**config.mk**
```make
export PLATFORM = sky130hd
export DESIGN_NAME = raid0_stripe_request_splitter_top
export DESIGN_NICKNAME = d
export VERILOG_FILES = /design/src/r0s_pkg.sv /design/src/r0s_addsub.sv /design/src/raid0_stripe_request_splitter_top.sv
export SDC_FILE = /design/constraint.sdc
export NUM_CORES = 1
export LEC_CHECK = 0
export ABC_AREA = 1
export BUFFER_PORTS_ARGS = -buffer_cell sky130_fd_sc_hd__buf_2
export CAP_MARGIN = 20
export CELL_PAD_IN_SITES_DETAIL_PLACEMENT = 1
export CELL_PAD_IN_SITES_GLOBAL_PLACEMENT = 1
export CORE_ASPECT_RATIO = 1.4
export CORE_MARGIN = 2
export CORE_UTILIZATION = 50
export DETAILED_ROUTE_END_ITERATION = 8
export PLACE_DENSITY = 0.89
export RECOVER_POWER = 100
export REMOVE_ABC_BUFFERS = 1
export SETUP_SLACK_MARGIN = 0.2
export SLEW_MARGIN = 30
export SYNTH_ARGS = -nofsm -noshare
export SYNTH_HDL_FRONTEND = slang
export SYNTH_SLANG_ARGS = --single-unit
```
**constraint.sdc**
```tcl
create_clock -name clk -period 18.6 [get_ports clk]
set_clock_uncertainty 0.05 [all_clocks]
set_input_delay 3.72 -clock clk [delete_from_list [all_inputs] [get_ports clk]]
set_output_delay 3.72 -clock clk [all_outputs]
set_load 0.01 [all_outputs]
```
**src/r0s_pkg.sv**
```systemverilog
// shared constants for the raid0 stripe request splitter
// no dependencies; imported by every module of the block
package r0s_pkg;

    localparam int OPCODE_W      = 1;
    localparam int LOFF_W        = 48;
    localparam int LEN_W         = 18;
    localparam int IDX_W         = 4;
    localparam int MOFF_W        = 48;
    localparam int SS_W          = 31;
    localparam int MC_W          = 5;
    localparam int REM_W         = 32;
    localparam int ALU_W         = 48;
    localparam int CHUNK_CNT_W   = 6;
    localparam int RESULT_CAP    = 64;

    localparam int MAX_MEMBERS_DEF = 16;
    localparam int OFFSET_BITS_DEF = 48;

    localparam logic [LEN_W-1:0] MAX_LEN    = 18'd258048;
    localparam logic [SS_W-1:0]  STRIPE_MIN = 31'd4096;
    localparam logic [SS_W-1:0]  STRIPE_MAX = 31'd1073741824;
    localparam logic [SS_W-1:0]  SS_RESET   = 31'd65536;
    localparam logic [MC_W-1:0]  MC_RESET   = 5'd1;

    // configuration register indexes
    localparam logic REG_STRIPE_SIZE  = 1'b0;
    localparam logic REG_MEMBER_COUNT = 1'b1;

endpackage

```
**src/r0s_addsub.sv**
```systemverilog
// shared add/subtract unit with carry out, used for divide and multiply steps
// depends on r0s_pkg
module r0s_addsub import r0s_pkg::*; #(
    parameter int W = ALU_W
) (
    input  logic [W-1:0] a,
    input  logic [W-1:0] b,
    input  logic         sub,
    output logic [W-1:0] sum,
    output logic         carry
);

    logic [W-1:0] b_op;
    logic [W:0]   total;

    assign b_op  = sub ? ~b : b;
    // with sub set, carry high means a >= b
    assign total = {1'b0, a} + {1'b0, b_op} + {{W{1'b0}}, sub};
    assign sum   = total[W-1:0];
    assign carry = total[W];

endmodule

```
**src/raid0_stripe_request_splitter_top.sv**
```systemverilog
// raid0 stripe request splitter: maps one logical request onto member chunks
// depends on r0s_pkg and r0s_addsub
//
// channel   | handshake            | payload
// ----------+----------------------+-----------------------------------------------
// request   | start, busy          | opcode, logical_offset, request_length
// result    | result_valid strobe  | member_index, member_offset, chunk_length,
//           |                      | chunk_kind, error, last
// config    | cfg_we               | cfg_index, cfg_data
//
// a request is taken when start is high and busy is low
// setup runs on the shared add/subtract unit: a
//   bit-serial divide by stripe size, a bit-serial divide by member count and
//   a shift-add multiply of the row number by stripe size
// then one chunk per cycle; if the offset wraps past 2^OFFSET_BITS the setup
//   runs once more for the wrapped offset
// zero-length and over-length requests never raise busy; the error result
//   shows in the cycle after the accept
// rst_n is asynchronous, active low; results are strobes for one cycle and
//   cannot be stalled
module raid0_stripe_request_splitter_top import r0s_pkg::*; #(
    parameter int MAX_MEMBERS = MAX_MEMBERS_DEF,
    parameter int OFFSET_BITS = OFFSET_BITS_DEF
) (
    input  logic                clk,
    input  logic                rst_n,
    // request side
    input  logic                start,
    output logic                busy,
    input  logic [OPCODE_W-1:0] opcode,
    input  logic [LOFF_W-1:0]   logical_offset,
    input  logic [LEN_W-1:0]    request_length,
    // result side
    output logic                result_valid,
    output logic [IDX_W-1:0]    member_index,
    output logic [MOFF_W-1:0]   member_offset,
    output logic [LEN_W-1:0]    chunk_length,
    output logic                chunk_kind,
    output logic                error,
    output logic                last,
    // configuration
    input  logic                cfg_we,
    input  logic                cfg_index,
    input  logic [SS_W-1:0]     cfg_data
);

    localparam int OB     = OFFSET_BITS;
    localparam int STEPS  = (OB > MOFF_W) ? OB : MOFF_W;
    localparam int STEP_W = $clog2(STEPS);

    // sequencer states
    typedef enum logic [4:0] {
        S_IDLE   = 5'b00001,
        S_DIV_SS = 5'b00010,   // offset / stripe size
        S_DIV_MC = 5'b00100,   // stripe / member count
        S_MUL    = 5'b01000,   // row * stripe size
        S_EMIT   = 5'b10000    // one chunk per cycle
    } state_t;

    state_t state_reg, state_next;

    // configuration, stored already clamped
    logic [SS_W-1:0] ss_reg;
    logic [MC_W-1:0] mc_reg;

    // control
    logic [STEP_W-1:0]      step_reg, step_next;
    logic [CHUNK_CNT_W-1:0] chunk_cnt_reg, chunk_cnt_next;
    logic                   result_valid_reg, result_valid_next;

    // datapath
    logic [OB-1:0]     off_reg, off_next;
    logic [OB-1:0]     dq_reg, dq_next;          // dividend out / quotient in, multiplier
    logic [REM_W-1:0]  rem_part_reg, rem_part_next;
    logic [MOFF_W-1:0] acc_reg, acc_next;        // product, then row base on the member
    logic [MOFF_W-1:0] mcand_reg, mcand_next;
    logic [SS_W-1:0]   inside_reg, inside_next;
    logic [SS_W-1:0]   room_reg, room_next;
    logic [MC_W-1:0]   idx_reg, idx_next;
    logic [LEN_W-1:0]  rem_reg, rem_next;
    logic              kind_reg, kind_next;

    // output payload
    logic [IDX_W-1:0]  member_index_reg, member_index_next;
    logic [MOFF_W-1:0] member_offset_reg, member_offset_next;
    logic [LEN_W-1:0]  chunk_length_reg, chunk_length_next;
    logic              chunk_kind_reg, chunk_kind_next;
    logic              error_reg, error_next;
    logic              last_reg, last_next;

    // shared unit
    logic [ALU_W-1:0] alu_a, alu_b, alu_sum;
    logic             alu_sub, alu_carry;

    // divide step helpers
    logic [REM_W-1:0] partial;
    logic [REM_W-1:0] divisor;

    // chunk helpers
    logic [LEN_W-1:0]  len;
    logic [LEN_W-1:0]  rem_left;
    logic [OB:0]       off_sum;
    logic [MOFF_W-1:0] moff;
    logic              accept;
    logic              row_wrap;

    assign accept = start && (state_reg == S_IDLE);

    r0s_addsub #(.W(ALU_W)) u_alu (
        .a     (alu_a),
        .b     (alu_b),
        .sub   (alu_sub),
        .sum   (alu_sum),
        .carry (alu_carry)
    );

    // restoring divide: bring down the next dividend bit
    assign partial = {rem_part_reg[REM_W-2:0], dq_reg[OB-1]};
    assign divisor = (state_reg == S_DIV_MC) ? REM_W'(mc_reg) : REM_W'(ss_reg);

    always_comb
    begin
        if (state_reg == S_MUL)
        begin
            alu_a   = acc_reg;
            alu_b   = dq_reg[0] ? mcand_reg : '0;
            alu_sub = 1'b0;
        end
        else
        begin
            alu_a   = ALU_W'(partial);
            alu_b   = ALU_W'(divisor);
            alu_sub = 1'b1;
        end
    end

    // chunk arithmetic
    assign len      = ({{(SS_W-LEN_W){1'b0}}, rem_reg} < room_reg) ? rem_reg
                                                                   : room_reg[LEN_W-1:0];
    assign rem_left = rem_reg - len;
    assign off_sum  = {1'b0, off_reg} + (OB+1)'(len);
    assign moff     = acc_reg + MOFF_W'(inside_reg);
    assign row_wrap = (idx_reg + MC_W'(1)) == mc_reg;

    always_comb
    begin
        state_next         = state_reg;
        step_next          = step_reg;
        chunk_cnt_next     = chunk_cnt_reg;
        result_valid_next  = 1'b0;
        off_next           = off_reg;
        dq_next            = dq_reg;
        rem_part_next      = rem_part_reg;
        acc_next           = acc_reg;
        mcand_next         = mcand_reg;
        inside_next        = inside_reg;
        room_next          = room_reg;
        idx_next           = idx_reg;
        rem_next           = rem_reg;
        kind_next          = kind_reg;
        member_index_next  = member_index_reg;
        member_offset_next = member_offset_reg;
        chunk_length_next  = chunk_length_reg;
        chunk_kind_next    = chunk_kind_reg;
        error_next         = error_reg;
        last_next          = last_reg;

        unique case (state_reg)
            S_IDLE:
            begin
                if (accept)
                begin
                    if (request_length > MAX_LEN)
                    begin
                        // over-length request: single error result
                        result_valid_next  = 1'b1;
                        member_index_next  = '0;
                        member_offset_next = '0;
                        chunk_length_next  = '0;
                        chunk_kind_next    = opcode[0];
                        error_next         = 1'b1;
                        last_next          = 1'b1;
                    end
                    else if (request_length != '0)
                    begin
                        off_next       = OB'(logical_offset);
                        dq_next        = OB'(logical_offset);
                        rem_part_next  = '0;
                        rem_next       = request_length;
                        kind_next      = opcode[0];
                        chunk_cnt_next = '0;
                        step_next      = STEP_W'(OB-1);
                        state_next     = S_DIV_SS;
                    end
                end
            end
            S_DIV_SS:
            begin
                rem_part_next = alu_carry ? alu_sum[REM_W-1:0] : partial;
                dq_next       = {dq_reg[OB-2:0], alu_carry};
                step_next     = step_reg - STEP_W'(1);
                if (step_reg == '0)
                begin
                    // quotient is the stripe number, remainder the offset inside it
                    inside_next   = rem_part_next[SS_W-1:0];
                    rem_part_next = '0;
                    step_next     = STEP_W'(OB-1);
                    state_next    = S_DIV_MC;
                end
            end
            S_DIV_MC:
            begin
                room_next     = ss_reg - inside_reg;
                rem_part_next = alu_carry ? alu_sum[REM_W-1:0] : partial;
                dq_next       = {dq_reg[OB-2:0], alu_carry};
                step_next     = step_reg - STEP_W'(1);
                if (step_reg == '0)
                begin
                    // quotient is the row on the member, remainder the member
                    idx_next   = rem_part_next[MC_W-1:0];
                    acc_next   = '0;
                    mcand_next = MOFF_W'(ss_reg);
                    step_next  = STEP_W'(MOFF_W-1);
                    state_next = S_MUL;
                end
            end
            S_MUL:
            begin
                acc_next   = alu_sum[MOFF_W-1:0];
                mcand_next = {mcand_reg[MOFF_W-2:0], 1'b0};
                dq_next    = {1'b0, dq_reg[OB-1:1]};
                step_next  = step_reg - STEP_W'(1);
                if (step_reg == '0)
                begin
                    state_next = S_EMIT;
                end
            end
            S_EMIT:
            begin
                result_valid_next  = 1'b1;
                member_index_next  = idx_reg[IDX_W-1:0];
                member_offset_next = moff;
                chunk_length_next  = len;
                chunk_kind_next    = kind_reg;
                error_next         = 1'b0;
                last_next          = (rem_left == '0);

                rem_next       = rem_left;
                off_next       = off_sum[OB-1:0];
                inside_next    = '0;
                room_next      = ss_reg;
                chunk_cnt_next = chunk_cnt_reg + CHUNK_CNT_W'(1);
                if (row_wrap)
                begin
                    idx_next = '0;
                    acc_next = acc_reg + MOFF_W'(ss_reg);
                end
                else
                begin
                    idx_next = idx_reg + MC_W'(1);
                end

                priority if (rem_left == '0 || chunk_cnt_reg == CHUNK_CNT_W'(RESULT_CAP-1))
                begin
                    state_next = S_IDLE;
                end
                else if (off_sum[OB])
                begin
                    // offset wrapped: redo the mapping for the wrapped offset
                    dq_next       = off_sum[OB-1:0];
                    rem_part_next = '0;
                    step_next     = STEP_W'(OB-1);
                    state_next    = S_DIV_SS;
                end
                else
                begin
                    state_next = S_EMIT;
                end
            end
            default:
            begin
                state_next = S_IDLE;
            end
        endcase
    end

    // control registers
    always_ff @(posedge clk or negedge rst_n)
    begin
        if (!rst_n)
        begin
            state_reg        <= S_IDLE;
            step_reg         <= '0;
            chunk_cnt_reg    <= '0;
            result_valid_reg <= 1'b0;
        end
        else
        begin
            state_reg        <= state_next;
            step_reg         <= step_next;
            chunk_cnt_reg    <= chunk_cnt_next;
            result_valid_reg <= result_valid_next;
        end
    end

    // configuration registers, clamped to the supported range on write
    always_ff @(posedge clk or negedge rst_n)
    begin
        if (!rst_n)
        begin
            ss_reg <= SS_RESET;
            mc_reg <= MC_RESET;
        end
        else if (cfg_we)
        begin
            unique case (cfg_index)
                REG_STRIPE_SIZE:
                begin
                    if (cfg_data < STRIPE_MIN)
                        ss_reg <= STRIPE_MIN;
                    else if (cfg_data > STRIPE_MAX)
                        ss_reg <= STRIPE_MAX;
                    else
                        ss_reg <= cfg_data;
                end
                REG_MEMBER_COUNT:
                begin
                    if (cfg_data[MC_W-1:0] == '0)
                        mc_reg <= MC_W'(1);
                    else if (32'(cfg_data[MC_W-1:0]) > MAX_MEMBERS)
                        mc_reg <= MC_W'(MAX_MEMBERS);
                    else
                        mc_reg <= cfg_data[MC_W-1:0];
                end
                default:
                begin
                    ss_reg <= ss_reg;
                end
            endcase
        end
    end

    // datapath and output payload, no reset needed
    always_ff @(posedge clk)
    begin
        off_reg           <= off_next;
        dq_reg            <= dq_next;
        rem_part_reg      <= rem_part_next;
        acc_reg           <= acc_next;
        mcand_reg         <= mcand_next;
        inside_reg        <= inside_next;
        room_reg          <= room_next;
        idx_reg           <= idx_next;
        rem_reg           <= rem_next;
        kind_reg          <= kind_next;
        member_index_reg  <= member_index_next;
        member_offset_reg <= member_offset_next;
        chunk_length_reg  <= chunk_length_next;
        chunk_kind_reg    <= chunk_kind_next;
        error_reg         <= error_next;
        last_reg          <= last_next;
    end

    assign busy          = (state_reg != S_IDLE);
    assign result_valid  = result_valid_reg;
    assign member_index  = member_index_reg;
    assign member_offset = member_offset_reg;
    assign chunk_length  = chunk_length_reg;
    assign chunk_kind    = chunk_kind_reg;
    assign error         = error_reg;
    assign last          = last_reg;

endmodule

```
==> tab_implementation.tex <==
\begin{tabular}{lr}
\hline
Metric & Value \\
\hline
\multicolumn{2}{l}{\textbf{Synth}} \\
Syn Inst Count & 4253 \\
Fraction of the yosys area taken by sequential cells & 0.398 \\
Top cell type's share of synthesized area & 0.356 \\
Yosys warning total & 0 \\
Count leader, synth & sky130\_fd\_sc\_hd\_\_nand2\_1 \\
Cell type with the highest aggregate area in the netlist & sky130\_fd\_sc\_hd\_\_edfxtp\_1 \\
Syn Area/Cell & 7.57 um\^{}2 \\
Top cells by instance count after synthesis & 995 x sky130\_fd\_sc\_hd\_\_nand2\_1, 578 x sky130\_fd\_sc\_hd\_\_inv\_1, 437 x sky130\_fd\_sc\_hd\_\_nor2\_1 \\
Top area cells in the synthesized netlist & sky130\_fd\_sc\_hd\_\_edfxtp\_1 36\%, sky130\_fd\_sc\_hd\_\_nand2\_1 12\%, sky130\_fd\_sc\_hd\_\_ha\_1 7.6\%, sky130\_fd\_sc\_hd\_\_inv\_1 6.7\%, sky130\_fd\_sc\_hd\_\_o21ai\_0 5.6\% \\
Asr flop ratio synth & 0.124 \\
\#FFs+latches synth & 436 \\
Number of different library cells in the post-synthesis netlist & 70 \\
Mapped Area & 0.0322 mm\^{}2 \\
Number of synthesized flops with an enable pin & 382 \\
Main synth FF type & sky130\_fd\_sc\_hd\_\_edfxtp\_1 \\
\multicolumn{2}{l}{\textbf{Detailed routing}} \\
Vias post-DR & roughly 32000 \\
Number of DRC violations after detailed routing & 0 \\
Vias per std cell & 6.06 \\
Final routed wirelength across all metal layers & approximately 120 mm \\
Number of DRC markers in iteration 0 & 2651 \\
Count of antenna-violating nets left after detailed routing & 0 \\
DR WL/cell & about 24 um \\
Number of optimization iterations in the first detailed-route pass & 8 \\
\multicolumn{2}{l}{\textbf{Place}} \\
Dpl hpwl & approximately 94 mm \\
Final RePlAce weighted congestion & around 1.0 \\
Number of buffers added on ports & $\sim$180 \\
\multicolumn{2}{l}{\textbf{Clock network}} \\
Total CTS buffers & 49 \\
Post-cts repair resize count & 0 \\
Buffer cell driving the clock tree root & sky130\_fd\_sc\_hd\_\_clkbuf\_16 \\
Hold-fix buffers, CTS & 0 \\
Clock-pin slew on the worst setup and hold paths & 0.06 ns \\
CTS Sinks & 436 \\
CTS H-tree lvls & 2 \\
Clock tree buffer depth & 3 \\
CTS tree & yes \\
Number of setup buffers added after CTS & 0 \\
Clock latency of the later-clocked register in the worst-skew pair & 0.62 ns \\
\multicolumn{2}{l}{\textbf{GRT}} \\
Maximum number of pins on one net before global-route repair & 87 \\
Antenna violations before repair & 0 \\
All-layer global routing usage & 0.373 \\
Vias in the first global route & 34100 \\
Congestion Overflow GR & 0 \\
First-pass GRT wire length & 192 mm \\
\multicolumn{2}{l}{\textbf{Floorplan}} \\
Number of ports placed on the die boundary & 178 \\
Initial Utilization & 0.503 \\
Area of the die & 0.0664 mm\^{}2 \\
Chip width & between 200 and 250 um \\
Core box area & between 0.06 and 0.07 mm\^{}2 \\
Die Height & 304 um \\
Core Rows & 110 \\
\multicolumn{2}{l}{\textbf{Power}} \\
Part of the power in registers & 0.284 \\
Pwr per Cell Area & roughly 160 mW/mm\^{}2 \\
Peak supply drop & between 0.1 and 0.15 mV \\
Net switching power of the design & 2.83 mW \\
Power Internal & 2.94 mW \\
Clock share of power & 0.180 \\
Net switching share of the total power & 0.491 \\
Leakage power summed over all cells & 15.8 nW \\
Fraction of power consumed by combinational cells & 0.536 \\
\multicolumn{2}{l}{\textbf{Final layout}} \\
Number of nets in the layout & 4699 \\
Final cell utilization of the core & 0.549 \\
Proportion of layout cells with a drive suffix above 1 & 0.0634 \\
Area added between synthesis and finish & 9.25\% \\
Fillers & 8177 \\
\multicolumn{2}{l}{\textbf{Status}} \\
Run status & complete, but fails checks \\
Violated checks & capacitance limit, slew limit \\
\multicolumn{2}{l}{\textbf{Timing}} \\
Remaining max-slew budget at the tightest pin & -2.20 \\
Pins Over Slew Limit & just over 1000 \\
Min Tclk post-route & around 12 ns \\
Unrepaired setup endpoints after global routing & no \\
Worst slew pin tran & around 4.8 ns \\
Final TNS setup & 0 ns \\
Setup violators final & 0 \\
Final worst path period share & 0.650 \\
Final hold violation count & 0 \\
Peak Freq & 82.7 MHz \\
Hold\_ws & 0.453 ns \\
\multicolumn{2}{l}{\textbf{Worst setup path}} \\
Startpoint types & flip-flop \\
Worst reg2reg setup slack & 6.51 ns \\
Crit path arrival time & 12.26 ns \\
Critical path data required time & 18.77 ns \\
Worst-path fanout max & 76 \\
Critical Path End Type & flip-flop \\
Worst setup path category & flip-flop to flip-flop \\
\multicolumn{2}{l}{\textbf{Run}} \\
Maxcap violations & 18 \\
\multicolumn{2}{l}{\textbf{Worst hold path}} \\
Classification of the worst-slack hold path & flip-flop to flip-flop \\
\hline
\end{tabular}
critical path, stage by stage, from the launching register on:
cell	delay, ns
sky130_fd_sc_hd__dfstp_1	0.39
sky130_fd_sc_hd__nor2_1	0.22
sky130_fd_sc_hd__nand4_1	1.12
sky130_fd_sc_hd__clkinvlp_2	1.07
sky130_fd_sc_hd__clkbuf_1	2.62
sky130_fd_sc_hd__buf_4	0.94
sky130_fd_sc_hd__o21ai_0	0.27
sky130_fd_sc_hd__o21ai_0	0.19
sky130_fd_sc_hd__inv_1	0.09
sky130_fd_sc_hd__ha_1	0.38
sky130_fd_sc_hd__nand2_1	0.13
sky130_fd_sc_hd__nor2_1	0.14
sky130_fd_sc_hd__inv_1	0.09
sky130_fd_sc_hd__nor2_1	0.13
sky130_fd_sc_hd__nand4_1	0.12
sky130_fd_sc_hd__nand3_1	0.20
sky130_fd_sc_hd__nand2_1	0.07
sky130_fd_sc_hd__nand2_1	0.13
sky130_fd_sc_hd__nand2_2	0.05
sky130_fd_sc_hd__nand2_1	1.45
sky130_fd_sc_hd__inv_1	0.90
sky130_fd_sc_hd__o21ai_0	0.54
sky130_fd_sc_hd__nor2_1	0.09
layer usage:
layer / up-vias / routed length (um) / GRT usage
met4: 0 / 12000 / 0.305
met3: 475 / 7540 / 0.0539
met2: 1243 / 60600 / 0.641
met5: - / 0 / 0
li1: 14600 / - / -
met1: 15600 / 44700 / 0.405
power groups by stage:
stage	sequential [mW]	clock [mW]	combinational, mW
6_report	1.64	1.04	3.09
5_1_grt	1.66	1.07	3.39
4_1_cts	1.62	1.04	3.11
3_5_place_dp	1.63	0	3.06
3_3_place_gp	1.62	0	2.93
2_1_floorplan	1.56	0	2.10
cell type report:
cell class | count | area [um^2] | area share
Sequential cell | 436 | 12800 | 0.365
Clock inverter | 34 | 390 | 0.0111
Multi-Input combinational cell | 3117 | 16500 | 0.470
Timing Repair Buffer | 200 | 892 | 0.0254
Inverter | 591 | 2220 | 0.0633
Antenna cell | 4 | 10.0 | 0.000285
Clock buffer | 53 | 1240 | 0.0353
Tap cell | 840 | 1050 | 0.0299
through the flow:
stage          cells  setup slack [ns]  instance area (um^2)  total power, mW
5_1_grt         5271              5.79                 35200             6.12
4_1_cts         5271             12.11                 35600             5.77
2_1_floorplan   4144              6.22                 31700             3.66
3_3_place_gp    5182             11.51                 33900             4.55
6_report        5275              6.51                 35200             5.77
3_5_place_dp    5184             11.62                 33900             4.69
layout by cell type (no fill, tap or decap), types with 25 or more instances in the layout:
master	count
sky130_fd_sc_hd__ha_1	195
sky130_fd_sc_hd__dfrtp_1	51
sky130_fd_sc_hd__inv_1	575
sky130_fd_sc_hd__nand4_1	44
sky130_fd_sc_hd__clkbuf_16	49
sky130_fd_sc_hd__nand3_1	216
sky130_fd_sc_hd__o21a_1	31
sky130_fd_sc_hd__a22oi_1	36
sky130_fd_sc_hd__nand2_1	1005
sky130_fd_sc_hd__buf_2	98
sky130_fd_sc_hd__o22ai_1	32
sky130_fd_sc_hd__nor3_1	45
sky130_fd_sc_hd__xnor2_1	30
sky130_fd_sc_hd__clkbuf_1	101
sky130_fd_sc_hd__nand2_2	25
sky130_fd_sc_hd__a21oi_1	319
sky130_fd_sc_hd__nor2_1	439
sky130_fd_sc_hd__xor2_1	39
sky130_fd_sc_hd__a21o_1	26
sky130_fd_sc_hd__a31oi_1	46
sky130_fd_sc_hd__edfxtp_1	382
sky130_fd_sc_hd__o21ai_0	394
path summary, 6_finish.rpt:
kind                       depth (start not counted)         start             end
hold reg to reg                                    2   step_reg[1]     step_reg[1]
setup / recovery                                  22  state_reg[0]  inside_reg[11]
min in group asynchronous                          2         rst_n       mc_reg[2]
max in group asynchronous                          2         rst_n     step_reg[1]
hold / removal                                     2   step_reg[1]     step_reg[1]
setup reg to reg                                  22  state_reg[0]  inside_reg[11]
cells by family after synthesis:
group                      after synthesis  synth area share
xor gates and xnor gates                69            0.0188
buffers and inverters                  700            0.0843
and+or+nand+nor                       1862             0.245
DFF                                    436             0.398
adders and majority gates              201            0.0795
AOI/OAI and AO/OA                      985             0.174
Note: power is estimated with default switching activity, not from simulation.
